==> src/rtl/core/lup_pkg.sv <==
// Shared constants, types and the Lanczos weight tables of the line upscaler.
package lup_pkg;

    localparam int LUP_SCALE_DEF = 2;
    localparam int LUP_HALF_DEF  = 3;
    localparam int LUP_PIX_W     = 8;
    localparam int LUP_FRAC_W    = 14;
    localparam int LUP_W_W       = 16;
    localparam int LUP_PROD_W    = LUP_PIX_W + 1 + LUP_W_W;
    localparam int LUP_TAB_LEN   = 37;
    localparam int LUP_IDX_W     = 7;
    localparam int LUP_PIX_MAX   = 255;

    typedef logic signed [LUP_W_W-1:0] lup_weight_t;

    // Q2.14 weights indexed by twelve times the distance
    localparam lup_weight_t LUP_W_A2 [LUP_TAB_LEN] = '{
        16384, 0, 0, 14375, 12939, 0, 9391, 0, 5603, 3856, 0, 0,
        0, 0, 0, -1388, -1401, 0, -1043, 0, -518, -293, 0, 0,
        0, 0, 0, 0, 0, 0, 0, 0, 0, 0, 0, 0, 0
    };
    localparam lup_weight_t LUP_W_A3 [LUP_TAB_LEN] = '{
        16384, 0, 0, 14583, 13276, 0, 9960, 0, 6238, 4427, 0, 0,
        0, 0, 0, -2177, -2389, 0, -2213, 0, -1529, -1111, 0, 0,
        0, 0, 0, 492, 509, 0, 398, 0, 207, 121, 0, 0, 0
    };

    // Job tag carried from the sequencer to the multiply stage
    typedef struct packed {
        logic last_line;
        logic run_last;
        logic row_end;
    } lup_tag_t;

    // Control carried from the multiply stage to the output stage
    typedef struct packed {
        logic min_en;
        logic max_en;
        logic run_last;
        logic row_end;
    } lup_flags_t;

    function automatic lup_weight_t lup_weight(input int half, input logic [LUP_IDX_W-1:0] idx);
        lup_weight_t w;
        w = '0;
        if (idx < LUP_IDX_W'(LUP_TAB_LEN))
        begin
            if (half == 2)
            begin
                w = LUP_W_A2[idx[5:0]];
            end
            else
            begin
                w = LUP_W_A3[idx[5:0]];
            end
        end
        return w;
    endfunction

endpackage

==> src/rtl/core/lanczos_line_upscaler_unit.sv <==
// Lanczos line upscaler: top level joining sequencer, multiply and output stages.
//
//  channel   dir  tdata        tlast      tuser
//  s_axis    in   in_pixel     row_last   -
//  m_axis    out  out_pixel    row_end    run_last
//
// One result leaves per cycle unless m_axis stalls, taken from the job register
// one phase at a time: SCALE_FACTOR per pixel, (min(position, HALF_TAPS) + 1) *
// SCALE_FACTOR for a line's last pixel, none for its first HALF_TAPS but the last.
// A beat passes the job, multiply and output registers before its first result.
// Reset clears the window, the line position and every valid flag.
// A stall on m_axis freezes the multiply and output stages and any pending job;
// s_axis is taken when no job is pending or in the cycle its last result moves on.
module lanczos_line_upscaler_unit #(
    parameter int SCALE_FACTOR = lup_pkg::LUP_SCALE_DEF,
    parameter int HALF_TAPS    = lup_pkg::LUP_HALF_DEF
) (
    input  logic                          clk,
    input  logic                          rst_n,
    input  logic                          s_axis_tvalid,
    output logic                          s_axis_tready,
    input  logic [lup_pkg::LUP_PIX_W-1:0] s_axis_tdata,  // [7:0] in_pixel
    input  logic                          s_axis_tlast,
    output logic                          m_axis_tvalid,
    input  logic                          m_axis_tready,
    output logic [lup_pkg::LUP_PIX_W-1:0] m_axis_tdata,  // [7:0] out_pixel
    output logic                          m_axis_tlast,
    output logic [0:0]                    m_axis_tuser   // [0] run_last
);
    import lup_pkg::*;

    localparam int WIN = 2 * HALF_TAPS;
    localparam int JW  = $clog2(HALF_TAPS + 1);
    localparam int PW  = $clog2(SCALE_FACTOR);
    localparam int NW  = $clog2(WIN + 1);

    logic                          advance;
    logic                          job_valid;
    logic [WIN-1:0][LUP_PIX_W-1:0] job_win;
    logic [JW-1:0]                 job_j;
    logic [PW-1:0]                 job_p;
    logic [NW-1:0]                 job_n;
    lup_tag_t                      job_tag;
    logic                          prod_valid;
    logic [WIN-1:0][LUP_PROD_W-1:0] prod;
    logic [LUP_PIX_W-1:0]          bound_min, bound_max;
    lup_flags_t                    flags;
    logic                          run_last;

    // Advance every stage whenever the output register is free or being taken
    assign advance = !m_axis_tvalid || m_axis_tready;

    lup_seq #(
        .SCALE_FACTOR (SCALE_FACTOR),
        .HALF_TAPS    (HALF_TAPS)
    ) u_seq (
        .clk       (clk),
        .rst_n     (rst_n),
        .in_valid  (s_axis_tvalid),
        .in_ready  (s_axis_tready),
        .in_pixel  (s_axis_tdata),
        .in_last   (s_axis_tlast),
        .advance   (advance),
        .job_valid (job_valid),
        .job_win   (job_win),
        .job_j     (job_j),
        .job_p     (job_p),
        .job_n     (job_n),
        .job_tag   (job_tag)
    );

    lup_mult #(
        .SCALE_FACTOR (SCALE_FACTOR),
        .HALF_TAPS    (HALF_TAPS)
    ) u_mult (
        .clk        (clk),
        .rst_n      (rst_n),
        .advance    (advance),
        .job_valid  (job_valid),
        .job_win    (job_win),
        .job_j      (job_j),
        .job_p      (job_p),
        .job_n      (job_n),
        .job_tag    (job_tag),
        .prod_valid (prod_valid),
        .prod       (prod),
        .bound_min  (bound_min),
        .bound_max  (bound_max),
        .flags      (flags)
    );

    lup_post #(
        .HALF_TAPS (HALF_TAPS)
    ) u_post (
        .clk        (clk),
        .rst_n      (rst_n),
        .advance    (advance),
        .prod_valid (prod_valid),
        .prod       (prod),
        .bound_min  (bound_min),
        .bound_max  (bound_max),
        .flags      (flags),
        .out_valid  (m_axis_tvalid),
        .out_pixel  (m_axis_tdata),
        .row_end    (m_axis_tlast),
        .run_last   (run_last)
    );

    assign m_axis_tuser = run_last;

`ifndef NO_ASSERTIONS
    // The input side only waits behind a pending job
    a_ready_only_when_busy: assert property (@(posedge clk) disable iff (!rst_n)
        !s_axis_tready |-> job_valid)
        else $error("s_axis_tready low with no job pending");

    // The end of a line always closes a run
    a_row_end_closes_run: assert property (@(posedge clk) disable iff (!rst_n)
        m_axis_tvalid && m_axis_tlast |-> m_axis_tuser[0])
        else $error("row end without run end");

    // A line end always leaves a job behind
    a_last_makes_job: assert property (@(posedge clk) disable iff (!rst_n)
        s_axis_tvalid && s_axis_tready && s_axis_tlast |=> job_valid)
        else $error("line end beat produced no job");

    // A stalled output freezes the multiply stage
    a_stall_holds_stage: assert property (@(posedge clk) disable iff (!rst_n)
        m_axis_tvalid && !m_axis_tready && prod_valid |=> prod_valid)
        else $error("multiply stage lost a result during a stall");
`endif

endmodule

==> src/rtl/core/lup_seq.sv <==
// Pixel window, line position and output job sequencer.
module lup_seq #(
    parameter int SCALE_FACTOR = lup_pkg::LUP_SCALE_DEF,
    parameter int HALF_TAPS    = lup_pkg::LUP_HALF_DEF,
    localparam int WIN = 2 * HALF_TAPS,
    localparam int JW  = $clog2(HALF_TAPS + 1),
    localparam int PW  = $clog2(SCALE_FACTOR),
    localparam int NW  = $clog2(WIN + 1)
) (
    input  logic                                clk,
    input  logic                                rst_n,
    input  logic                                in_valid,
    output logic                                in_ready,
    input  logic [lup_pkg::LUP_PIX_W-1:0]       in_pixel,
    input  logic                                in_last,
    input  logic                                advance,
    output logic                                job_valid,
    output logic [WIN-1:0][lup_pkg::LUP_PIX_W-1:0] job_win,
    output logic [JW-1:0]                       job_j,
    output logic [PW-1:0]                       job_p,
    output logic [NW-1:0]                       job_n,
    output lup_pkg::lup_tag_t                   job_tag
);
    import lup_pkg::*;

    logic [WIN-1:0][LUP_PIX_W-1:0] win_reg, win_next;
    logic [NW-1:0]                 pos_reg, pos_next;
    logic                          job_valid_reg;
    logic [WIN-1:0][LUP_PIX_W-1:0] jwin_reg;
    logic [NW-1:0]                 jn_reg;
    logic                          jlast_reg;
    logic [JW-1:0]                 j_reg, jbot_reg;
    logic [PW-1:0]                 p_reg;
    logic                          final_beat, accept, has_job;
    logic [JW-1:0]                 jtop, jbot;

    assign final_beat = (j_reg == jbot_reg) && (p_reg == PW'(SCALE_FACTOR - 1));
    assign in_ready   = !job_valid_reg || (final_beat && advance);
    assign accept     = in_valid && in_ready;

    always_comb
    begin
        win_next = {win_reg[WIN-2:0], in_pixel};
        if (in_last)
        begin
            pos_next = '0;
        end
        else if (pos_reg < NW'(WIN))
        begin
            pos_next = pos_reg + 1'b1;
        end
        else
        begin
            pos_next = pos_reg;
        end
        has_job = in_last || (pos_reg >= NW'(HALF_TAPS));
        if (in_last)
        begin
            jtop = (pos_reg < NW'(HALF_TAPS)) ? JW'(pos_reg) : JW'(HALF_TAPS);
            jbot = '0;
        end
        else
        begin
            jtop = JW'(HALF_TAPS);
            jbot = JW'(HALF_TAPS);
        end
    end

    always_ff @(posedge clk or negedge rst_n)
    begin
        if (!rst_n)
        begin
            win_reg       <= '0;
            pos_reg       <= '0;
            job_valid_reg <= 1'b0;
        end
        else
        begin
            if (accept)
            begin
                win_reg       <= win_next;
                pos_reg       <= pos_next;
                job_valid_reg <= has_job;
            end
            else if (advance && job_valid_reg && final_beat)
            begin
                job_valid_reg <= 1'b0;
            end
        end
    end

    // Job payload: load on a new line position, else step phase then position
    always_ff @(posedge clk)
    begin
        if (accept)
        begin
            jwin_reg  <= win_next;
            jn_reg    <= pos_reg;
            jlast_reg <= in_last;
            j_reg     <= jtop;
            jbot_reg  <= jbot;
            p_reg     <= '0;
        end
        else if (advance && job_valid_reg && !final_beat)
        begin
            if (p_reg == PW'(SCALE_FACTOR - 1))
            begin
                p_reg <= '0;
                j_reg <= j_reg - 1'b1;
            end
            else
            begin
                p_reg <= p_reg + 1'b1;
            end
        end
    end

    assign job_valid          = job_valid_reg;
    assign job_win            = jwin_reg;
    assign job_j              = j_reg;
    assign job_p              = p_reg;
    assign job_n              = jn_reg;
    assign job_tag.last_line  = jlast_reg;
    assign job_tag.run_last   = final_beat;
    assign job_tag.row_end    = final_beat && jlast_reg;

endmodule

==> src/rtl/core/lup_mult.sv <==
// Weight lookup, tap products and clamp bounds, registered.
module lup_mult #(
    parameter int SCALE_FACTOR = lup_pkg::LUP_SCALE_DEF,
    parameter int HALF_TAPS    = lup_pkg::LUP_HALF_DEF,
    localparam int WIN = 2 * HALF_TAPS,
    localparam int JW  = $clog2(HALF_TAPS + 1),
    localparam int PW  = $clog2(SCALE_FACTOR),
    localparam int NW  = $clog2(WIN + 1)
) (
    input  logic                                   clk,
    input  logic                                   rst_n,
    input  logic                                   advance,
    input  logic                                   job_valid,
    input  logic [WIN-1:0][lup_pkg::LUP_PIX_W-1:0] job_win,
    input  logic [JW-1:0]                          job_j,
    input  logic [PW-1:0]                          job_p,
    input  logic [NW-1:0]                          job_n,
    input  lup_pkg::lup_tag_t                      job_tag,
    output logic                                   prod_valid,
    output logic [WIN-1:0][lup_pkg::LUP_PROD_W-1:0] prod,
    output logic [lup_pkg::LUP_PIX_W-1:0]          bound_min,
    output logic [lup_pkg::LUP_PIX_W-1:0]          bound_max,
    output lup_pkg::lup_flags_t                    flags
);
    import lup_pkg::*;

    localparam int STEP = 12 / SCALE_FACTOR;

    logic                            valid_reg;
    logic [WIN-1:0][LUP_PROD_W-1:0]  prod_reg, prod_next;
    logic [LUP_PIX_W-1:0]            min_reg, max_reg, min_next, max_next;
    lup_flags_t                      flags_reg, flags_next;
    logic [HALF_TAPS:0][LUP_PIX_W-1:0] lane_min, lane_max;

    // Per centre position bounds over itself and its two neighbours
    always_comb
    begin
        lane_min = '0;
        lane_max = '0;
        for (int c = 1; c <= HALF_TAPS; c++)
        begin
            logic [LUP_PIX_W-1:0] a, b, d, m, x;
            a = job_win[c+1];
            b = job_win[c];
            d = job_win[c-1];
            m = (a < b) ? a : b;
            m = (m < d) ? m : d;
            x = (a > b) ? a : b;
            x = (x > d) ? x : d;
            lane_min[c] = m;
            lane_max[c] = x;
        end
    end

    always_comb
    begin
        for (int k = 0; k < WIN; k++)
        begin
            logic [7:0]                    pos, neg, tap_dist;
            lup_weight_t                   w;
            logic signed [LUP_PIX_W:0]     pix;
            logic                          tap_en;
            pos      = 8'(12 * k) + 8'(job_p) * 8'(STEP);
            neg      = 8'(job_j) * 8'd12;
            tap_dist = (pos >= neg) ? (pos - neg) : (neg - pos);
            tap_en   = (k <= int'(job_j) + HALF_TAPS - 1) && (k <= int'(job_n));
            w        = tap_en ? lup_weight(HALF_TAPS, tap_dist[LUP_IDX_W-1:0]) : '0;
            pix      = $signed({1'b0, job_win[k]});
            prod_next[k] = LUP_PROD_W'(pix) * LUP_PROD_W'(w);
        end
        min_next = lane_min[job_j];
        max_next = lane_max[job_j];
        flags_next.min_en   = (job_j != '0) && (int'(job_n) >= int'(job_j) + 2);
        flags_next.max_en   = (!job_tag.last_line || (int'(job_j) >= 2)) && (job_j != '0)
                              && (int'(job_n) >= int'(job_j) + 1);
        flags_next.run_last = job_tag.run_last;
        flags_next.row_end  = job_tag.row_end;
    end

    always_ff @(posedge clk or negedge rst_n)
    begin
        if (!rst_n)
        begin
            valid_reg <= 1'b0;
        end
        else if (advance)
        begin
            valid_reg <= job_valid;
        end
    end

    always_ff @(posedge clk)
    begin
        if (advance)
        begin
            prod_reg  <= prod_next;
            min_reg   <= min_next;
            max_reg   <= max_next;
            flags_reg <= flags_next;
        end
    end

    assign prod_valid = valid_reg;
    assign prod       = prod_reg;
    assign bound_min  = min_reg;
    assign bound_max  = max_reg;
    assign flags      = flags_reg;

endmodule

==> src/rtl/core/lup_post.sv <==
// Tap sum, neighbour clamp, saturation and the output register.
module lup_post #(
    parameter int HALF_TAPS = lup_pkg::LUP_HALF_DEF,
    localparam int WIN   = 2 * HALF_TAPS,
    localparam int ACC_W = lup_pkg::LUP_PROD_W + $clog2(WIN) + 1
) (
    input  logic                                    clk,
    input  logic                                    rst_n,
    input  logic                                    advance,
    input  logic                                    prod_valid,
    input  logic [WIN-1:0][lup_pkg::LUP_PROD_W-1:0] prod,
    input  logic [lup_pkg::LUP_PIX_W-1:0]           bound_min,
    input  logic [lup_pkg::LUP_PIX_W-1:0]           bound_max,
    input  lup_pkg::lup_flags_t                     flags,
    output logic                                    out_valid,
    output logic [lup_pkg::LUP_PIX_W-1:0]           out_pixel,
    output logic                                    row_end,
    output logic                                    run_last
);
    import lup_pkg::*;

    logic                     valid_reg;
    logic [LUP_PIX_W-1:0]     pix_reg, pix_next;
    logic                     row_end_reg, run_last_reg;
    logic signed [ACC_W-1:0]  acc, lo, hi, whole;

    always_comb
    begin
        acc = '0;
        for (int k = 0; k < WIN; k++)
        begin
            acc = acc + ACC_W'($signed(prod[k]));
        end
        lo = $signed(ACC_W'({bound_min, {LUP_FRAC_W{1'b0}}}));
        hi = $signed(ACC_W'({bound_max, {LUP_FRAC_W{1'b0}}}));
        if (flags.min_en && (acc < lo))
        begin
            acc = lo;
        end
        if (flags.max_en && (acc > hi))
        begin
            acc = hi;
        end
        whole = acc >>> LUP_FRAC_W;
        if (acc < 0)
        begin
            pix_next = '0;
        end
        else if (whole > ACC_W'(LUP_PIX_MAX))
        begin
            pix_next = LUP_PIX_W'(LUP_PIX_MAX);
        end
        else
        begin
            pix_next = whole[LUP_PIX_W-1:0];
        end
    end

    always_ff @(posedge clk or negedge rst_n)
    begin
        if (!rst_n)
        begin
            valid_reg <= 1'b0;
        end
        else if (advance)
        begin
            valid_reg <= prod_valid;
        end
    end

    always_ff @(posedge clk)
    begin
        if (advance)
        begin
            pix_reg      <= pix_next;
            row_end_reg  <= flags.row_end;
            run_last_reg <= flags.run_last;
        end
    end

    assign out_valid = valid_reg;
    assign out_pixel = pix_reg;
    assign row_end   = row_end_reg;
    assign run_last  = run_last_reg;

endmodule

==> config.mk <==
export PLATFORM = sky130hd
export DESIGN_NAME = lanczos_line_upscaler_unit
export DESIGN_NICKNAME = d
export VERILOG_FILES = /design/src/rtl/core/lup_pkg.sv /design/src/rtl/core/lanczos_line_upscaler_unit.sv /design/src/rtl/core/lup_seq.sv /design/src/rtl/core/lup_mult.sv /design/src/rtl/core/lup_post.sv
export SDC_FILE = /design/constraint.sdc
export NUM_CORES = 2
export LEC_CHECK = 0
export BUFFER_PORTS_ARGS = -buffer_cell sky130_fd_sc_hd__buf_2
export CAP_MARGIN = 20
export CORE_MARGIN = 2
export CORE_UTILIZATION = 34
export CTS_CLUSTER_DIAMETER = 60
export DETAILED_ROUTE_END_ITERATION = 8
export MAX_ROUTING_LAYER = met4
export PLACE_DENSITY_LB_ADDON = 0.1
export REMOVE_ABC_BUFFERS = 1
export SLEW_MARGIN = 20
export SYNTH_ARGS = -nofsm -noshare
export SYNTH_HDL_FRONTEND = slang
export SYNTH_HIERARCHICAL = 1
export SYNTH_SLANG_ARGS = --single-unit
==> constraint.sdc <==
create_clock -name clk -period 11 [get_ports clk]
set_input_delay 1.65 -clock clk [delete_from_list [all_inputs] [get_ports clk]]
set_output_delay 1.65 -clock clk [all_outputs]
set_load 0.01 [all_outputs]
==> impl.org <==
** Run status
- The run finished with clean final reports.

** Layout
- Post-layout utilization of the core :: 37.13%
- Area growth from synthesis to final layout :: 8.302%
- For this run, the number of standard cells in the final layout without fillers is 7,094.
- Fraction of final layout cells with drive strength greater than 1 :: 6.117%
- Largest register FFs :: 150
- The final layout contains 6,364 nets.

** Setup path
- The endpoint identified for the worst register-to-register timing path is u_mult/prod[73].
- Type of the setup path with the least slack :: reg2reg
- In this run the critical register-to-register path is launched from u_seq/job_j[1].
- Critical path capture point type :: register
- Kind of launch point of the worst setup path :: register
- The slowest stage of the critical path belongs to the cell sky130_fd_sc_hd__ha_1.
- Signal arrival time at the worst endpoint :: 10.18 ns
- On the worst path, the slowest cell contributes a delay of 0.80 ns.
- Cell depth of the worst flop-to-flop path :: 28
- Cell family with most CP delay :: compound AO/OA/AOI/OAI gates
- Worst Path Max Fanout :: 17
- CP required :: 11.39 ns
- Together, buffers and inverters on the worst path number 4.
- Setup slack of the most critical reg-to-reg path :: 1.21 ns

** Logic synthesis
- Fraction of post-synthesis cell area in the top cell type by area :: 29.97%
- Share of synthesized registers carrying an async set or reset :: 16.31%
- Synthesis instantiated 109 different standard cells from the library.
- Parity-gate share of the synthesized area counting xor and xnor cells :: 3.085%
- Complex-gate fraction of the synthesized area :: 10.10%
- Post-synth EDFFs :: 235
- Averaged over all synthesized cells, the footprint is 9.243 µm².
- Of all cell types, the one taking the most synthesized area is sky130_fd_sc_hd__fa_1.
- Arithmetic-cell share of the synthesized area counting full adders, half adders and majority gates :: 41.88%
- Prevailing post-synth register cell :: sky130_fd_sc_hd__edfxtp_1
- Number of register bits inferred by synthesis :: 282
- Post-Syn Instances :: 5,182
- Sequential cells were found to cover 17.18% of the synthesized design area.
- Multiplexer share of the synthesized area :: 3.056%
- Cell area after technology mapping :: 0.04790 mm²
- Dominant combinational cell family by area after synthesis :: adder cells
- Count of synthesis-stage warnings from yosys :: 6
- Largest cells by area after synthesis :: sky130_fd_sc_hd__fa_1, sky130_fd_sc_hd__edfxtp_1, sky130_fd_sc_hd__ha_1, sky130_fd_sc_hd__inv_1, sky130_fd_sc_hd__and2_1
- Share of synthesized cell area in and, or, nand and nor gates :: 14.01%

** Timing
- At the pin with the least slew margin, the transition time is 1.145 ns.
- For the final database, setup skew stands at 0.04387 ns.
- Slew Viols, Final :: 0
- The count of endpoints failing hold in the final timing report is 0.
- The worst pin sits at a relative slew slack of 23.69%.
- Final total negative setup slack :: 0 ns
- Setup violations remaining at the end of the flow were counted as 0.
- Counting I/O delays and the setup requirement, the final critical path takes 9.794 ns.
- The worst path meets setup with 1.206 ns of slack.
- Derived from the worst setup path, the maximum achievable clock frequency is 0.1021 GHz.
- The worst path uses 89.04% of the clock period.
- RSZ-0062 raised after global routing :: no

** Place
- GP Congestion :: 0.8956
- The wire-length estimate of the detail-placed layout is 128.3 mm.
- Timing analysis after detailed placement gives a worst setup slack of 1.271 ns.
- Number of cells in the design after placement :: 7,007
- Port bufs :: 24

** Floorplan
- Ports placed on the boundary :: 25
- Overall die width :: 379.3 µm
- The floorplan step defined a core boundary enclosing 0.1397 mm².
- The floorplan step defined a die boundary enclosing 0.1439 mm².
- Die height :: 379.3 µm
- In this run the core area contains 137 standard-cell rows.
- The initial utilization of the core area, before any placement, comes to 34.29%.

** Drt
- Summed over all nets, wire length on met3 after detailed routing comes to 7.107 mm.
- Routed wire length :: 155.8 mm
- Dividing the detail-routed wire length by the instance count gives 21.96 µm.
- The routed design uses 69.46 mm of met2 wire.
- Number of DRC markers in iteration 0 :: 2,364
- For this block, wires on met1 add up to 76.61 mm.
- Top metal layer carrying routed signals :: met4
- The count of nets left with antenna violations once routing finished came out at 0.
- Vias :: 35,360
- For this run, the detailed router's first-pass iteration total came to 5.
- DRC violations left :: 0
- Via density per instance :: 4.985

** Clock tree
- Master cell of the clock root buffer :: sky130_fd_sc_hd__clkbuf_16
- The clock drives 282 sinks.
- Clock-pin slew was measured on the worst setup and hold paths at 0.06 ns.
- Max Buffers Root-to-Sink :: 3
- TritonCTS built the clock tree.
- The H-tree was split into 2 levels.
- Buffers inserted during clock tree synthesis total 45.
- The later pin in the worst-skew pair is clocked with a latency of 0.64 ns.
- Buffers added to address setup during post-CTS repair amount to 0.
- CTS-repair resized insts :: 0
- Hold repair after CTS inserted 0 buffers.

** Global route
- The first global-routing pass estimated 236.9 mm of wire.
- The number of global-route vias before repair is 36,280.
- The number of antenna violations at the first check in global routing was 9.
- Entering global routing, the biggest net connects 80 pins.
- For this run the aggregate overflow at the end of global routing stands at 0.
- Global routing used 22.78% of the available tracks.

** Worst hold path
- For hold timing, the worst endpoint is u_post/row_end.
- The startpoint identified for the worst hold timing path is u_mult/flags[0].
- The worst hold path passes through 0 cells.
- The worst hold path belongs to the class reg2reg.

** Job
- The tool flagged a number of max-cap violations equal to 0.
Yosys cell counts, types with 51 or more instances:
| cell | n |
|---|---|
| sky130_fd_sc_hd__clkbuf_1 | 101 |
| sky130_fd_sc_hd__ha_1 | 456 |
| sky130_fd_sc_hd__and2_1 | 295 |
| sky130_fd_sc_hd__nand2_1 | 472 |
| sky130_fd_sc_hd__a21o_1 | 51 |
| sky130_fd_sc_hd__nor2_1 | 184 |
| sky130_fd_sc_hd__mux2_2 | 64 |
| sky130_fd_sc_hd__edfxtp_1 | 235 |
| sky130_fd_sc_hd__inv_1 | 1184 |
| sky130_fd_sc_hd__o21ai_0 | 140 |
| sky130_fd_sc_hd__nand3_1 | 57 |
| sky130_fd_sc_hd__a21oi_1 | 199 |
| sky130_fd_sc_hd__fa_1 | 717 |
| sky130_fd_sc_hd__mux2i_1 | 70 |
| sky130_fd_sc_hd__xnor2_1 | 136 |
| sky130_fd_sc_hd__nor3_1 | 142 |
placed cells by master (no fill, tap or decap), drive strengths merged, types with 11 or more instances in the layout:
cell | netlist | routed
nand2 | 473 | 473
a211oi | 34 | 34
o21ai | 153 | 153
nor2b | 32 | 32
and3 | 49 | 49
fa | 717 | 717
mux2 | 65 | 65
o22a | 11 | 11
nor4 | 30 | 30
o22ai | 12 | 12
o21a | 50 | 50
nor2 | 189 | 189
clkbuf | 102 | 57
inv | 1189 | 1200
buf | 38 | 89
edfxtp | 235 | 235
nor3 | 143 | 143
a21boi | 12 | 12
a31oi | 26 | 26
a21o | 51 | 51
o31ai | 11 | 11
xnor2 | 138 | 138
mux2i | 72 | 72
a21oi | 212 | 212
o21bai | 23 | 23
and2 | 297 | 297
ha | 456 | 456
o211ai | 21 | 21
xor2 | 29 | 29
clkinv | 15 | 25
nand4 | 23 | 23
nand2b | 33 | 33
dfrtp | 46 | 46
nand3 | 57 | 57
a31o | 11 | 11
cell families (layout without fill, tap and decap cells):
group,count (synthesis),count (layout)
buffers and inverters,1344,1377
AOI/OAI and AO/OA,720,720
adders and majority gates,1173,1173
other,0,3
and+or+nand+nor,1359,1359
DFF,282,282
xor gates and xnor gates,167,167
muxes,137,137
layout make-up:
class,instances,area [µm²]
clock buffers,57,1266
fillers,14400,87830
repair buffers,89,608.1
diodes,3,7.507
well taps,1876,2347
inverters,1204,4522
flip-flops and latches,282,8229
multi-input cells,3556,34600
clock inverters,27,291.5
metal layers:
metal	vias up	global-route usage, %
met5	-	-
met4	0	3.833
met3	139	2.170
met2	792	34.71
met1	17850	33.24
li1	16580	-
worst max-delay path by stage:
stage / from / cells after the start / to
after CTS: u_seq/job_j[1] / 27 / u_mult/prod[48]
after detailed placement: u_seq/job_j[1] / 28 / u_mult/prod[73]
after global routing: u_seq/job_j[1] / 27 / u_mult/prod[48]
after global placement: u_seq/job_j[1] / 28 / u_mult/prod[124]
after floorplan: u_seq/job_p / 27 / u_mult/prod[48]
final: u_seq/job_j[1] / 28 / u_mult/prod[73]
through the flow:
| stage | instance area, µm² | hold slack, ns |
|---|---|---|
| 3_5_place_dp | 50290 | 0.4066 |
| 3_3_place_gp | 50280 | 0.4035 |
| 5_1_grt | 51870 | 0.4350 |
| 4_1_cts | 51850 | 0.4204 |
| 2_1_floorplan | 47300 | 0.4003 |
| 6_report | 51870 | 0.4179 |
Power is left out: the tool's default activity adds up to more than one toggle a clock period on the data nets, which glitch-free logic cannot reach.
